`config.mk`:
```
export PLATFORM = sky130hd
export DESIGN_NAME = multichannel_sensor_block_averager
export DESIGN_NICKNAME = d
export VERILOG_FILES = /design/src/rtl/msba_pkg.sv /design/src/rtl/msba_regs.sv /design/src/rtl/msba_div.sv /design/src/rtl/msba_dp.sv /design/src/rtl/msba_ctrl.sv /design/src/rtl/multichannel_sensor_block_averager.sv
export SDC_FILE = /design/constraint.sdc
export NUM_CORES = 2
export LEC_CHECK = 0
export ABC_CLOCK_PERIOD_IN_PS = 13900
export BUFFER_PORTS_ARGS = -buffer_cell sky130_fd_sc_hd__buf_2
export CORE_ASPECT_RATIO = 0.9
export CORE_MARGIN = 2
export CORE_UTILIZATION = 25
export CTS_CLUSTER_DIAMETER = 50
export DETAILED_ROUTE_END_ITERATION = 16
export GPL_TIMING_DRIVEN = 1
export SYNTH_ARGS = -nofsm -noshare
export SYNTH_HDL_FRONTEND = slang
export SYNTH_SLANG_ARGS = --single-unit
```
`constraint.sdc`:
```
create_clock -name clk_i -period 13.9 [get_ports clk_i]
set_input_delay 2.78 -clock clk_i [delete_from_list [all_inputs] [get_ports clk_i]]
set_output_delay 2.78 -clock clk_i [all_outputs]
set_load 0.005 [all_outputs]
```
`src/rtl/msba_pkg.sv`:
```
// ----------------------------------------------------------------------------
// msba_pkg
// Shared types, constants and helpers for the multichannel sensor block
// averager: payload structs, config register map, controller commands.
// ----------------------------------------------------------------------------
package msba_pkg;

  localparam int MaxChannels = 8;
  localparam int SampleBits  = 12;
  localparam int AddrW       = 4;
  localparam int DataW       = 32;
  localparam int SumW        = 16;
  localparam int LenW        = 8;
  localparam int TotalW      = 11;
  localparam int RecipW      = 17;
  localparam int RecipShift  = 16;

  typedef enum logic [1:0] {
    RegGain      = 2'd0,
    RegOffset    = 2'd1,
    RegAvgLen    = 2'd2,
    RegChanCount = 2'd3
  } reg_idx_e;

  typedef struct packed {
    logic [2:0]  channel;
    logic [11:0] sample;
    logic        round_end;
  } in_t;

  typedef struct packed {
    logic [2:0] out_channel;
    logic [7:0] percent;
    logic       avg_valid;
    logic [7:0] avg_percent;
    logic       round_done;
    logic [7:0] mean_last;
    logic [7:0] mean_avg;
  } out_t;

  typedef struct packed {
    logic signed [23:0] gain_q16;
    logic signed [31:0] offset_q16;
    logic [LenW-1:0]    avg_len;
    logic [3:0]         channel_count;
  } cfg_t;

  typedef struct packed {
    logic capture;
    logic mul;
    logic cal;
    logic div_start;
    logic div_wr;
    logic sweep_step;
    logic mean;
    logic out_load;
  } cmd_t;

  typedef struct packed {
    logic avg_round;
    logic rend;
    logic div_done;
    logic sweep_last;
  } status_t;

  // ceil(2^16 / c): exact floor division for totals below 2^11, c in 1..8
  function automatic logic [RecipW-1:0] recip(input logic [3:0] c);
    logic [RecipW-1:0] r;
    case (c)
      4'd1:    r = 17'd65536;
      4'd2:    r = 17'd32768;
      4'd3:    r = 17'd21846;
      4'd4:    r = 17'd16384;
      4'd5:    r = 17'd13108;
      4'd6:    r = 17'd10923;
      4'd7:    r = 17'd9363;
      4'd8:    r = 17'd8192;
      default: r = 17'd65536;
    endcase
    return r;
  endfunction

endpackage

```
`src/rtl/msba_regs.sv`:
```
// ----------------------------------------------------------------------------
// msba_regs
// APB-style configuration registers: gain, offset, average length and
// channel count. Zero wait states.
// ----------------------------------------------------------------------------
module msba_regs (
  input  logic                        clk_i,
  input  logic                        rst_ni,
  input  logic                        psel,
  input  logic                        penable,
  input  logic                        pwrite,
  input  logic [msba_pkg::AddrW-1:0]  paddr,
  input  logic [msba_pkg::DataW-1:0]  pwdata,
  output logic [msba_pkg::DataW-1:0]  prdata,
  output logic                        pready,
  output msba_pkg::cfg_t              cfg_o
);

  msba_pkg::cfg_t     cfg_q;
  msba_pkg::reg_idx_e idx;
  logic               wr_en;

  assign idx    = msba_pkg::reg_idx_e'(paddr[3:2]);
  assign wr_en  = psel && penable && pwrite;
  assign pready = 1'b1;
  assign cfg_o  = cfg_q;

  always_ff @(posedge clk_i or negedge rst_ni) begin
    if (!rst_ni) begin
      cfg_q.gain_q16      <= '0;
      cfg_q.offset_q16    <= '0;
      cfg_q.avg_len       <= 8'd1;
      cfg_q.channel_count <= 4'd1;
    end else if (wr_en) begin
      case (idx)
        msba_pkg::RegGain:      cfg_q.gain_q16      <= pwdata[23:0];
        msba_pkg::RegOffset:    cfg_q.offset_q16    <= pwdata;
        msba_pkg::RegAvgLen:    cfg_q.avg_len       <= pwdata[7:0];
        msba_pkg::RegChanCount: cfg_q.channel_count <= pwdata[3:0];
        default: ;
      endcase
    end
  end

  always_comb begin
    case (idx)
      msba_pkg::RegGain:      prdata = {8'd0, cfg_q.gain_q16};
      msba_pkg::RegOffset:    prdata = cfg_q.offset_q16;
      msba_pkg::RegAvgLen:    prdata = {24'd0, cfg_q.avg_len};
      msba_pkg::RegChanCount: prdata = {28'd0, cfg_q.channel_count};
      default:                prdata = '0;
    endcase
  end

endmodule

```
`src/rtl/msba_div.sv`:
```
// ----------------------------------------------------------------------------
// msba_div
// Restoring divider, 16-bit dividend by 8-bit divisor, one quotient bit
// per cycle. done_o pulses for one cycle with the quotient.
// ----------------------------------------------------------------------------
module msba_div (
  input  logic                       clk_i,
  input  logic                       rst_ni,
  input  logic                       start_i,
  input  logic [msba_pkg::SumW-1:0]  dividend_i,
  input  logic [msba_pkg::LenW-1:0]  divisor_i,
  output logic                       done_o,
  output logic [msba_pkg::SumW-1:0]  quotient_o
);

  localparam int CntW = $clog2(msba_pkg::SumW + 1);

  logic [msba_pkg::SumW-1:0] dvd_q;
  logic [msba_pkg::LenW-1:0] rem_q;
  logic [msba_pkg::LenW-1:0] dvs_q;
  logic [CntW-1:0]           cnt_q;
  logic                      busy_q;
  logic                      done_q;
  logic [msba_pkg::LenW:0]   shifted;
  logic                      fits;

  assign shifted    = {rem_q, dvd_q[msba_pkg::SumW-1]};
  assign fits       = shifted >= {1'b0, dvs_q};
  assign done_o     = done_q;
  assign quotient_o = dvd_q;

  always_ff @(posedge clk_i or negedge rst_ni) begin
    if (!rst_ni) begin
      busy_q <= 1'b0;
      done_q <= 1'b0;
      cnt_q  <= '0;
    end else begin
      done_q <= 1'b0;
      if (start_i) begin
        busy_q <= 1'b1;
        cnt_q  <= CntW'(msba_pkg::SumW);
      end else if (busy_q) begin
        cnt_q <= cnt_q - 1'b1;
        if (cnt_q == CntW'(1)) begin
          busy_q <= 1'b0;
          done_q <= 1'b1;
        end
      end
    end
  end

  // quotient bits shift in where dividend bits leave
  always_ff @(posedge clk_i) begin
    if (start_i) begin
      dvd_q <= dividend_i;
      dvs_q <= divisor_i;
      rem_q <= '0;
    end else if (busy_q) begin
      dvd_q <= {dvd_q[msba_pkg::SumW-2:0], fits};
      rem_q <= fits ? msba_pkg::LenW'(shifted - {1'b0, dvs_q})
                    : shifted[msba_pkg::LenW-1:0];
    end
  end

endmodule

```
`src/rtl/msba_dp.sv`:
```
// ----------------------------------------------------------------------------
// msba_dp
// Datapath: calibration multiply and clamp, per-channel stores, block
// average divide, channel sweep for the means, output register.
// ----------------------------------------------------------------------------
module msba_dp #(
  parameter int MAX_CHANNELS = msba_pkg::MaxChannels,
  parameter int SAMPLE_BITS  = msba_pkg::SampleBits
) (
  input  logic              clk_i,
  input  logic              rst_ni,
  input  msba_pkg::cfg_t    cfg_i,
  input  msba_pkg::in_t     in_data_i,
  input  msba_pkg::cmd_t    cmd_i,
  output msba_pkg::status_t st_o,
  output msba_pkg::out_t    out_data_o
);

  localparam int ChW   = (MAX_CHANNELS > 1) ? $clog2(MAX_CHANNELS) : 1;
  localparam int CodeW = (SAMPLE_BITS < 12) ? SAMPLE_BITS : 12;
  localparam int ProdW = 24 + CodeW + 1;
  localparam int VW    = ProdW + 1;
  localparam int MeanW = msba_pkg::TotalW + msba_pkg::RecipW;
  localparam logic [3:0] MaxCnt = 4'(MAX_CHANNELS);

  // state
  logic [7:0]                lv_q  [MAX_CHANNELS];
  logic [msba_pkg::SumW-1:0] sum_q [MAX_CHANNELS];
  logic [7:0]                avg_q [MAX_CHANNELS];
  logic [7:0]                round_count_q;
  logic [msba_pkg::TotalW-1:0] tl_q, ta_q;

  // working registers
  msba_pkg::in_t             item_q;
  logic [ChW-1:0]            ch_q;
  logic signed [ProdW-1:0]   prod_q;
  logic [7:0]                pct_q;
  logic [7:0]                avg_pct_q;
  logic                      avg_valid_q;
  logic [7:0]                mean_l_q, mean_a_q;
  logic [ChW-1:0]            sweep_idx_q;
  msba_pkg::out_t            out_q;

  logic [msba_pkg::LenW-1:0] len_eff;
  logic [3:0]                cnt_eff;
  logic [2:0]                ch_masked;
  logic [CodeW-1:0]          code;
  logic signed [VW-1:0]      v;
  logic [7:0]                pct;
  logic [msba_pkg::SumW:0]   sum_raw;
  logic [msba_pkg::SumW-1:0] sum_sat;
  logic [ChW-1:0]            rd_idx;
  logic                      in_mean;
  logic [MeanW-1:0]          ml_prod, ma_prod;
  logic                      div_done;
  logic [msba_pkg::SumW-1:0] quot;
  logic [7:0]                quot_sat;

  assign len_eff   = (cfg_i.avg_len == '0) ? 8'd1 : cfg_i.avg_len;
  assign cnt_eff   = (cfg_i.channel_count == 4'd0)  ? 4'd1 :
                     (cfg_i.channel_count > MaxCnt) ? MaxCnt : cfg_i.channel_count;
  assign ch_masked = in_data_i.channel & 3'(MAX_CHANNELS - 1);
  assign code      = item_q.sample[CodeW-1:0];

  // calibration: floor((gain*code + offset) / 2^16), clamped to 0..255
  assign v = VW'(prod_q) + VW'(cfg_i.offset_q16);
  always_comb begin
    if (v[VW-1])             pct = 8'd0;
    else if (|v[VW-2:24])    pct = 8'd255;
    else                     pct = v[23:16];
  end

  assign sum_raw = {1'b0, sum_q[ch_q]} + {9'd0, pct};
  assign sum_sat = sum_raw[msba_pkg::SumW] ? '1 : sum_raw[msba_pkg::SumW-1:0];
  assign rd_idx  = cmd_i.sweep_step ? sweep_idx_q : ch_q;
  assign in_mean = {{(4 - ChW){1'b0}}, sweep_idx_q} < cnt_eff;

  assign ml_prod  = MeanW'(tl_q) * MeanW'(msba_pkg::recip(cnt_eff));
  assign ma_prod  = MeanW'(ta_q) * MeanW'(msba_pkg::recip(cnt_eff));
  assign quot_sat = (|quot[msba_pkg::SumW-1:8]) ? 8'd255 : quot[7:0];

  msba_div u_div (
    .clk_i      (clk_i),
    .rst_ni     (rst_ni),
    .start_i    (cmd_i.div_start),
    .dividend_i (sum_sat),
    .divisor_i  (len_eff),
    .done_o     (div_done),
    .quotient_o (quot)
  );

  assign st_o.avg_round  = ({1'b0, round_count_q} + 9'd1) >= {1'b0, len_eff};
  assign st_o.rend       = item_q.round_end;
  assign st_o.div_done   = div_done;
  assign st_o.sweep_last = sweep_idx_q == ChW'(MAX_CHANNELS - 1);

  always_ff @(posedge clk_i or negedge rst_ni) begin
    if (!rst_ni) begin
      for (int i = 0; i < MAX_CHANNELS; i++) begin
        lv_q[i]  <= '0;
        sum_q[i] <= '0;
        avg_q[i] <= '0;
      end
      round_count_q <= '0;
      tl_q          <= '0;
      ta_q          <= '0;
    end else begin
      if (cmd_i.cal) begin
        lv_q[ch_q] <= pct;
        if (!st_o.avg_round) sum_q[ch_q] <= sum_sat;
        tl_q <= '0;
        ta_q <= '0;
      end
      if (cmd_i.div_wr) begin
        avg_q[ch_q] <= quot_sat;
        sum_q[ch_q] <= '0;
      end
      if (cmd_i.sweep_step && in_mean) begin
        tl_q <= tl_q + msba_pkg::TotalW'(lv_q[rd_idx]);
        ta_q <= ta_q + msba_pkg::TotalW'(avg_q[rd_idx]);
      end
      if (cmd_i.mean) begin
        round_count_q <= st_o.avg_round ? 8'd0 : round_count_q + 8'd1;
      end
    end
  end

  always_ff @(posedge clk_i) begin
    if (cmd_i.capture) begin
      item_q <= in_data_i;
      ch_q   <= ch_masked[ChW-1:0];
    end
    if (cmd_i.mul) begin
      prod_q <= ProdW'(cfg_i.gain_q16) * $signed({1'b0, code});
    end
    // round counter may move before the result is loaded
    if (cmd_i.cal) begin
      pct_q       <= pct;
      avg_pct_q   <= avg_q[rd_idx];
      avg_valid_q <= st_o.avg_round;
      sweep_idx_q <= '0;
    end
    if (cmd_i.div_wr) avg_pct_q <= quot_sat;
    if (cmd_i.sweep_step) sweep_idx_q <= sweep_idx_q + 1'b1;
    if (cmd_i.mean) begin
      mean_l_q <= (|ml_prod[MeanW-1:24]) ? 8'd255 : ml_prod[23:16];
      mean_a_q <= (|ma_prod[MeanW-1:24]) ? 8'd255 : ma_prod[23:16];
    end
    if (cmd_i.out_load) begin
      out_q.out_channel <= 3'(ch_q);
      out_q.percent     <= pct_q;
      out_q.avg_valid   <= avg_valid_q;
      out_q.avg_percent <= avg_pct_q;
      out_q.round_done  <= item_q.round_end;
      out_q.mean_last   <= item_q.round_end ? mean_l_q : 8'd0;
      out_q.mean_avg    <= item_q.round_end ? mean_a_q : 8'd0;
    end
  end

  assign out_data_o = out_q;

  // a round that averaged must leave the round counter cleared
  a_round_clear: assert property (@(posedge clk_i) disable iff (!rst_ni)
    cmd_i.mean && st_o.avg_round |=> round_count_q == 8'd0)
    else $error("round counter not cleared after averaging round");

endmodule

```
`src/rtl/msba_ctrl.sv`:
```
// ----------------------------------------------------------------------------
// msba_ctrl
// Controller: one item goes through multiply, calibrate, divide on averaging
// rounds, channel sweep and mean on round ends, then to the output register.
// ----------------------------------------------------------------------------
module msba_ctrl (
  input  logic              clk_i,
  input  logic              rst_ni,
  input  logic              in_valid_i,
  output logic              in_stall_o,
  output logic              out_valid_o,
  input  logic              out_stall_i,
  input  msba_pkg::status_t st_i,
  output msba_pkg::cmd_t    cmd_o
);

  typedef enum logic [2:0] {
    S_IDLE,
    S_MUL,
    S_CAL,
    S_DIV,
    S_SWEEP,
    S_MEAN,
    S_FIN
  } state_e;

  state_e state_q;
  logic   out_valid_q;
  logic   out_free;

  assign in_stall_o  = state_q != S_IDLE;
  assign out_valid_o = out_valid_q;
  assign out_free    = !out_valid_q || !out_stall_i;

  always_comb begin
    cmd_o            = '0;
    cmd_o.capture    = (state_q == S_IDLE) && in_valid_i;
    cmd_o.mul        = state_q == S_MUL;
    cmd_o.cal        = state_q == S_CAL;
    cmd_o.div_start  = (state_q == S_CAL) && st_i.avg_round;
    cmd_o.div_wr     = (state_q == S_DIV) && st_i.div_done;
    cmd_o.sweep_step = state_q == S_SWEEP;
    cmd_o.mean       = state_q == S_MEAN;
    cmd_o.out_load   = (state_q == S_FIN) && out_free;
  end

  always_ff @(posedge clk_i or negedge rst_ni) begin
    if (!rst_ni) begin
      state_q     <= S_IDLE;
      out_valid_q <= 1'b0;
    end else begin
      if (cmd_o.out_load)    out_valid_q <= 1'b1;
      else if (!out_stall_i) out_valid_q <= 1'b0;
      case (state_q)
        S_IDLE: begin
          if (in_valid_i) state_q <= S_MUL;
        end
        S_MUL: state_q <= S_CAL;
        S_CAL: begin
          if (st_i.avg_round) state_q <= S_DIV;
          else if (st_i.rend) state_q <= S_SWEEP;
          else                state_q <= S_FIN;
        end
        S_DIV: begin
          if (st_i.div_done) state_q <= st_i.rend ? S_SWEEP : S_FIN;
        end
        S_SWEEP: begin
          if (st_i.sweep_last) state_q <= S_MEAN;
        end
        S_MEAN: state_q <= S_FIN;
        S_FIN: begin
          if (out_free) state_q <= S_IDLE;
        end
        default: state_q <= S_IDLE;
      endcase
    end
  end

  a_div_done_in_div: assert property (@(posedge clk_i) disable iff (!rst_ni)
    st_i.div_done |-> state_q == S_DIV)
    else $error("divider finished outside divide state");

  a_sweep_on_round_end: assert property (@(posedge clk_i) disable iff (!rst_ni)
    state_q == S_SWEEP |-> st_i.rend)
    else $error("channel sweep on an item that does not end a round");

  a_accept_to_mul: assert property (@(posedge clk_i) disable iff (!rst_ni)
    in_valid_i && !in_stall_o |=> state_q == S_MUL)
    else $error("accepted item did not enter multiply");

endmodule

```
`src/rtl/multichannel_sensor_block_averager.sv`:
```
// ----------------------------------------------------------------------------
// multichannel_sensor_block_averager
// Per-channel linear calibration of ADC codes with block averages and
// cross-channel means at each round end.
// ----------------------------------------------------------------------------
//  channel  dir  handshake              payload
//  in       in   in_valid_i/in_stall_o  msba_pkg::in_t  (channel, sample, round_end)
//  out      out  out_valid_o/out_stall_i msba_pkg::out_t (one result per item)
//  cfg      in   psel/penable/pwrite    paddr, pwdata, prdata, pready
//
// One item at a time: it is accepted, multiplied, calibrated and output;
// an averaging round adds a pass through the shift/subtract divider, and a
// round end adds a sweep over every channel slot followed by the means.
// Reset clears all channel stores and the round counter, and returns the
// config registers to their defaults.
// A stalled result sits in the output register while the next item is accepted.
module multichannel_sensor_block_averager #(
  parameter int MAX_CHANNELS = msba_pkg::MaxChannels,
  parameter int SAMPLE_BITS  = msba_pkg::SampleBits
) (
  input  logic                       clk_i,
  input  logic                       rst_ni,
  input  logic                       in_valid_i,
  output logic                       in_stall_o,
  input  msba_pkg::in_t              in_data_i,
  output logic                       out_valid_o,
  input  logic                       out_stall_i,
  output msba_pkg::out_t             out_data_o,
  input  logic                       psel,
  input  logic                       penable,
  input  logic                       pwrite,
  input  logic [msba_pkg::AddrW-1:0] paddr,
  input  logic [msba_pkg::DataW-1:0] pwdata,
  output logic [msba_pkg::DataW-1:0] prdata,
  output logic                       pready
);

  msba_pkg::cfg_t    cfg;
  msba_pkg::cmd_t    cmd;
  msba_pkg::status_t st;

  msba_regs u_regs (
    .clk_i   (clk_i),
    .rst_ni  (rst_ni),
    .psel    (psel),
    .penable (penable),
    .pwrite  (pwrite),
    .paddr   (paddr),
    .pwdata  (pwdata),
    .prdata  (prdata),
    .pready  (pready),
    .cfg_o   (cfg)
  );

  msba_ctrl u_ctrl (
    .clk_i       (clk_i),
    .rst_ni      (rst_ni),
    .in_valid_i  (in_valid_i),
    .in_stall_o  (in_stall_o),
    .out_valid_o (out_valid_o),
    .out_stall_i (out_stall_i),
    .st_i        (st),
    .cmd_o       (cmd)
  );

  msba_dp #(
    .MAX_CHANNELS (MAX_CHANNELS),
    .SAMPLE_BITS  (SAMPLE_BITS)
  ) u_dp (
    .clk_i      (clk_i),
    .rst_ni     (rst_ni),
    .cfg_i      (cfg),
    .in_data_i  (in_data_i),
    .cmd_i      (cmd),
    .st_o       (st),
    .out_data_o (out_data_o)
  );

endmodule
```
; ---- Word-level counts from Yosys, hierarchy flattened
; Memory sizes are Yosys's and may differ from the RTL's.
; Cells that the tools add are included.
[word_totals]
regBits = 523
mem_bits_ro = 544
input_bits = 59
out_inout_bits = 72
memories = 2
[op_classes]
add_sub_neg = 9
n_mul = 3
n_lt_le_gt_ge = 7
eq_ne = 16
muxes = 56
n_bitwise = 4
n_reduce_logical = 29
[mem_list]
columns = name, depth, width, read_ports, rd_clocked_by_memory_dff, write_ports, line
row1 = (no name shown), 16, 17, 1, 0, 0, msba_pkg.sv:69  ; case (c)
row2 = (no name shown), 16, 17, 1, 0, 0, msba_pkg.sv:69
[op_table]
columns = cell, count
row1 = $mux 128, 3
row2 = $and 128x128->128, 1
row3 = $bwmux 128, 1
row4 = $bwmux 64, 2
row5 = $not 128->128, 1
row6 = $pmux 32 s4, 1
row7 = $mux 8, 13
row8 = $mux 16, 6
row9 = $mul 11x17->28, 2
row10 = $bmux 16 s3, 1
row11 = $bmux 8 s3, 2
row12 = $demux 16 s3, 1
row13 = $add 37x32->38, 1
row14 = $mul 24x13->37, 1
row15 = $mux 11, 3
row16 = $demux 8 s3, 1
row17 = $mux 3, 8
row18 = $add 11x8->11, 2
row19 = $pmux 3 s7, 1
row20 = $ge 9x8->1, 2
row21 = $add 16x8->17, 1
row22 = $reduce_or 13->1, 1
row23 = $eq 3x3->1 const B, 4
row24 = $mux 5, 2
row25 = 33 further kinds, 63

; ---- Logic depth before layout (Yosys ltp)
[depth]
word_depth = 11
depth_mapped = 31

; ---- Cells and area by module
; A second synthesis with hierarchy kept.
[hier_totals]
hier_cells = 4629
hier_area_um2 = 46699.8
[by_module_without_submodules]
columns = module, n_inst, cells_each, area_each_um2
row1 = msba_dp, 1, 4214, 41277.1
row2 = msba_regs, 1, 214, 3106.7
row3 = msba_div, 1, 168, 2020.7
row4 = msba_ctrl, 1, 33, 295.3

; ---- Worst setup path before layout
; Ideal clock, no wire load.
[synth_path]
path_kind = reg2reg
start = reg u_regs.cfg_q (netlist bit u_regs.cfg_o[2])
end = reg u_dp.mean_l_q[0], data pin
setup_time_ps = 158
arrival_ps = 6944
required_ps = 13742
slack_ps = 6798
stages_incl_launch_ff = 31
path_buffers = 3
period_less_slack_ps = 7102
path_cell_list = dfrtp_1 -> clkbuf_1 -> nor2_1 -> o21bai_1 -> inv_1 -> ha_1 -> nor2b_1 -> nor2b_1 -> clkbuf_1 -> a21o_1 -> clkbuf_1 -> and2_1 -> fa_1 -> inv_1 -> fa_1 -> inv_1 -> fa_1 -> fa_1 -> inv_1 -> fa_1 -> inv_1 -> ha_1 -> and4_1 -> and2_1 -> a22oi_1 -> o31ai_1 -> a211o_1 -> a31oi_1 -> mux2_2 -> a22o_1 -> o211ai_1
[synth_between]
elab_chain_len = 6
elab_cells_between_ends = 7
[synth_rtl]
columns = element, line
row1 = start: declaration, msba_regs.sv:19  ; msba_pkg::cfg_t cfg_q;
row2 = $gt 4x4->1, msba_dp.sv:61  ; (cfg_i.channel_count > MaxCnt) ? MaxCnt : cfg_i.channel_count;
row3 = $mux 4, msba_dp.sv:61
row4 = $mux 4 *, msba_dp.sv:60  ; assign cnt_eff = (cfg_i.channel_count == 4'd0) ? 4'd1 :
row5 = $mem_v2 16x17 *, --
row6 = $mul 11x17->28 *, msba_dp.sv:78  ; assign ml_prod = MeanW'(tl_q) * MeanW'(msba_pkg::recip(cnt_eff));
row7 = $reduce_or 4->1, msba_dp.sv:146  ; mean_l_q <= (|ml_prod[MeanW-1:24]) ? 8'd255 : ml_prod[23:16];
row8 = end signal: assignment, msba_dp.sv:146
row9 = end: declaration, msba_dp.sv:40  ; logic [7:0] mean_l_q, mean_a_q;
; Mark *: on every way between the ends. The rest lies on a longest branch, timed or not.
; A chain may end at the register's enable or synchronous reset.

; ---- Final worst setup path
[layout_path]
start = reg u_regs.cfg_q (netlist bit u_regs.cfg_o[2])
end = reg u_dp.mean_a_q[0], data pin
[layout_between]
elab_chain_len = 6
elab_cells_between_ends = 7
[layout_rtl]
columns = element, line
row1 = $gt 4x4->1, msba_dp.sv:61
row2 = $mux 4, msba_dp.sv:61
row3 = $mux 4 *, msba_dp.sv:60
row4 = $mem_v2 16x17 *, --
row5 = $mul 11x17->28 *, msba_dp.sv:79  ; assign ma_prod = MeanW'(ta_q) * MeanW'(msba_pkg::recip(cnt_eff));
row6 = $reduce_or 4->1, msba_dp.sv:147  ; mean_a_q <= (|ma_prod[MeanW-1:24]) ? 8'd255 : ma_prod[23:16];
row7 = end signal: assignment, msba_dp.sv:147
row8 = end: declaration, msba_dp.sv:40
; Marked as above.

==> out/results.tsv <==
stage	metric	value	unit
status	run status	completed	
synthesis	Synth warnings	0	
placed_design	DP Cell Count	7067	
synthesis	top post-synthesis cells by area	fa_1 23%, dfrtp_1 20%, edfxtp_1 9.7%	
worst_setup_path	crit path max fanout	23	
worst_setup_path	CP Data Required Time	14.29	ns
clock_network	CTS sink cnt	523	
worst_setup_path	Crit. End Element	flop	
synthesis	Yosys top cell by area	fa_1	
timing	min cycle time layout	8.70	ns
clock_network	post-cts sizing count	0	
worst_setup_path	kind of start point of the critical path	flop	
clock_network	clock buffer depth	3	
global_routing	first-pass GRT wire length	203000	µm
clock_network	cts bufs inserted	72	
final_layout	multi-input logic area	0.0295	mm²
die	# IOs	131	
synthesis	Synth Flop Type	dfrtp_1	
clock_network	CTS tree	built	
timing	RSZ-0062 raised after global routing	false	
worst_setup_path	Levels on crit path	26	
routing	Antenna Violating Nets Remaining	0	
global_routing	vias in the first global route	35256	
synthesis	Synth top cells by count	644 x inv_1, 524 x fa_1, 466 x nand2_1, 363 x dfrtp_1, 335 x nor2_1	
final_layout	post-layout instance count excluding filler cells	7207	
routing	Residual DRC	0	
worst_setup_path	Buf/Inv on CP	4	
worst_setup_path	CP dominant cell by count	fa_1	
clock_network	Clock Latency Late Sink	0.68	ns
die	Initial Util	25.1	%
timing	Slew headroom	22.9	%
worst_setup_path	R2R cell count	26	
global_routing	grt ovf	0	
final_layout	Nets	5593	
die	Core Region	0.185	mm²
routing	final wirelength	127000	µm
clock_network	Post-CTS Hold Buffers	0	
timing	Final Cycle Share	62.6	%
worst_setup_path	Crit path max-delay family	adder cells	
routing	vias per std cell	4.66	
routing	DR WL/cell	17.7	µm
die	# rows	150	
clock_network	H-tree Lvls	3	
global_routing	GRT Total Usage	13.6	%
timing	Final setup viols	0	
timing	worst slew pin tran	1.14	ns
final_layout	Fillers	19171	
synthesis	register area share after synthesis	29.7	%
synthesis	async set-reset flop share out of synthesis	69.8	%
synthesis	number of synthesized flops with an enable pin	150	
timing	Fmax	115	MHz
placed_design	routability congestion estimate	0.895	
global_routing	largest net degree at the start of global routing	159	
timing	Fin Hold WS	0.418	ns
timing	pins over their slew limit	0	
flow_run	Max-cap violations	0	
routing	drt pass-1 iters	6	
worst_setup_path	crit path DAT	9.09	ns
placed_design	port buffer count	127	
final_layout	Sequential Area	0.0138	mm²
worst_setup_path	Slowest Stage Delay on Critical Path	0.77	ns
worst_setup_path	crit path max-delay cell type	dfrtp_1	
synthesis	count leader, synth	inv_1	
synthesis	Post-Syn Area	0.0465	mm²
die	die width	459	µm
worst_hold_path	HP Class	reg -> reg	
worst_setup_path	Setup CP Type	reg -> reg	
die	die footprint	0.189	mm²
synthesis	FF+latch count, synth	523	
routing	Vias	33601	
final_layout	Area Overhead vs Synth	12.4	%
die	Die H	413	µm
timing	Setup Skew	0.0495	ns
clock_network	clock transition at the registers of the reported paths	0.06	ns
routing	Iter 0 DRT Violations	2646	
clock_network	root buffer cell	clkbuf_16	
timing	Hold Fails Final Rpt	0	
synthesis	Cells after Synth	4691	
synthesis	share of the synthesized area in the top cell type	22.6	%
synthesis	synth unique cells	83	
final_layout	share of layout cells above drive strength 1	10.4	%
worst_hold_path	cell count of the worst hold path	0	
clock_network	postcts setup bufs	0	
timing	setup_tns	0	ns
placed_design	HPWL after DPL	95100	µm
synthesis	Syn Nets	5575	
global_routing	initial antenna violation count	10	
synthesis	Mapped Avg Cell Area	9.91	µm²
## registers in the layout, summed over array words and instances, names as in the netlist, 12 cells and up, named ones only
name,flops
u_regs.cfg_o,68
u_dp.avg_q,64
u_dp.prod_q,37
u_dp.lv_q,64
u_dp.u_div.quotient_o,16
u_dp.code,12
u_dp.out_data_o,37
u_dp.sum_q,127
## worst paths after layout
| kind | startpoint | end | slack, ns |
|---|---|---|---|
| worst max-delay path | u_regs.cfg_o[2] | u_dp.mean_a_q[0] | 5.20 |
| worst min-delay path | u_dp.avg_pct_q[4] | u_dp.out_data_o[21] | 0.42 |
| worst max register to register | u_regs.cfg_o[2] | u_dp.mean_a_q[0] | 5.20 |
| worst min register to register | u_dp.avg_pct_q[4] | u_dp.out_data_o[21] | 0.42 |
| max in group asynchronous | rst_ni | u_regs.cfg_o[43] | 9.61 |
| min in group asynchronous | rst_ni | u_dp.sum_q[113] | 2.03 |
## cells by family (layout without fill, tap and decap cells)
group	count (synthesis)	in the layout	synth area share, %
fa+ha+maj	825	825	30.7
buf+inv	876	954	7.16
simple gates	1392	1392	14.5
other cells	1	7	0.00807
mux	189	189	5.52
compound gates	787	787	10.6
xor+xnor	98	98	1.86
flops	523	523	29.7
## layout by cell type, fill, tap and decap left out, drive strengths merged, types with 99 or more instances in the layout
cell	count
o21ai	198
dfrtp	363
a211oi	114
nor2	336
fa	524
ha	301
edfxtp	150
a21oi	237
nand2	466
and2	304
mux2	99
inv	660
buf	175
## cell type report
cell class | instances | share of cell area, %
inverters | 645 | 4.63
multi-input cells | 3292 | 56.5
clock inverters | 42 | 0.881
clock buffers | 92 | 3.73
repair buffers | 175 | 1.95
well taps | 2432 | 5.82
diodes | 6 | 0.0287
flip-flops and latches | 523 | 26.4
## per-layer routing
metal / vias up / track usage [%] / wire (µm)
li1: 15535 / - / -
met2: 935 / 22.9 / 61400
met4: 4 / 6.03 / 5450
met5: - / 0 / 27
met3: 210 / 1.74 / 6670
met1: 16917 / 17.4 / 53800
## stage by stage
stage	setup slack (ns)	utilization [%]	cell area, µm²
finish	5.20	28.2	52300
global route	4.60	28.2	52300
CTS	5.10	28.2	52200
detailed placement	5.17	26.9	49800
global placement	5.21	26.9	49800
floorplan	6.80	-	46500
Power is not shown: default switching activity piles up to over one toggle a cycle in this logic, so the estimate is an artifact.
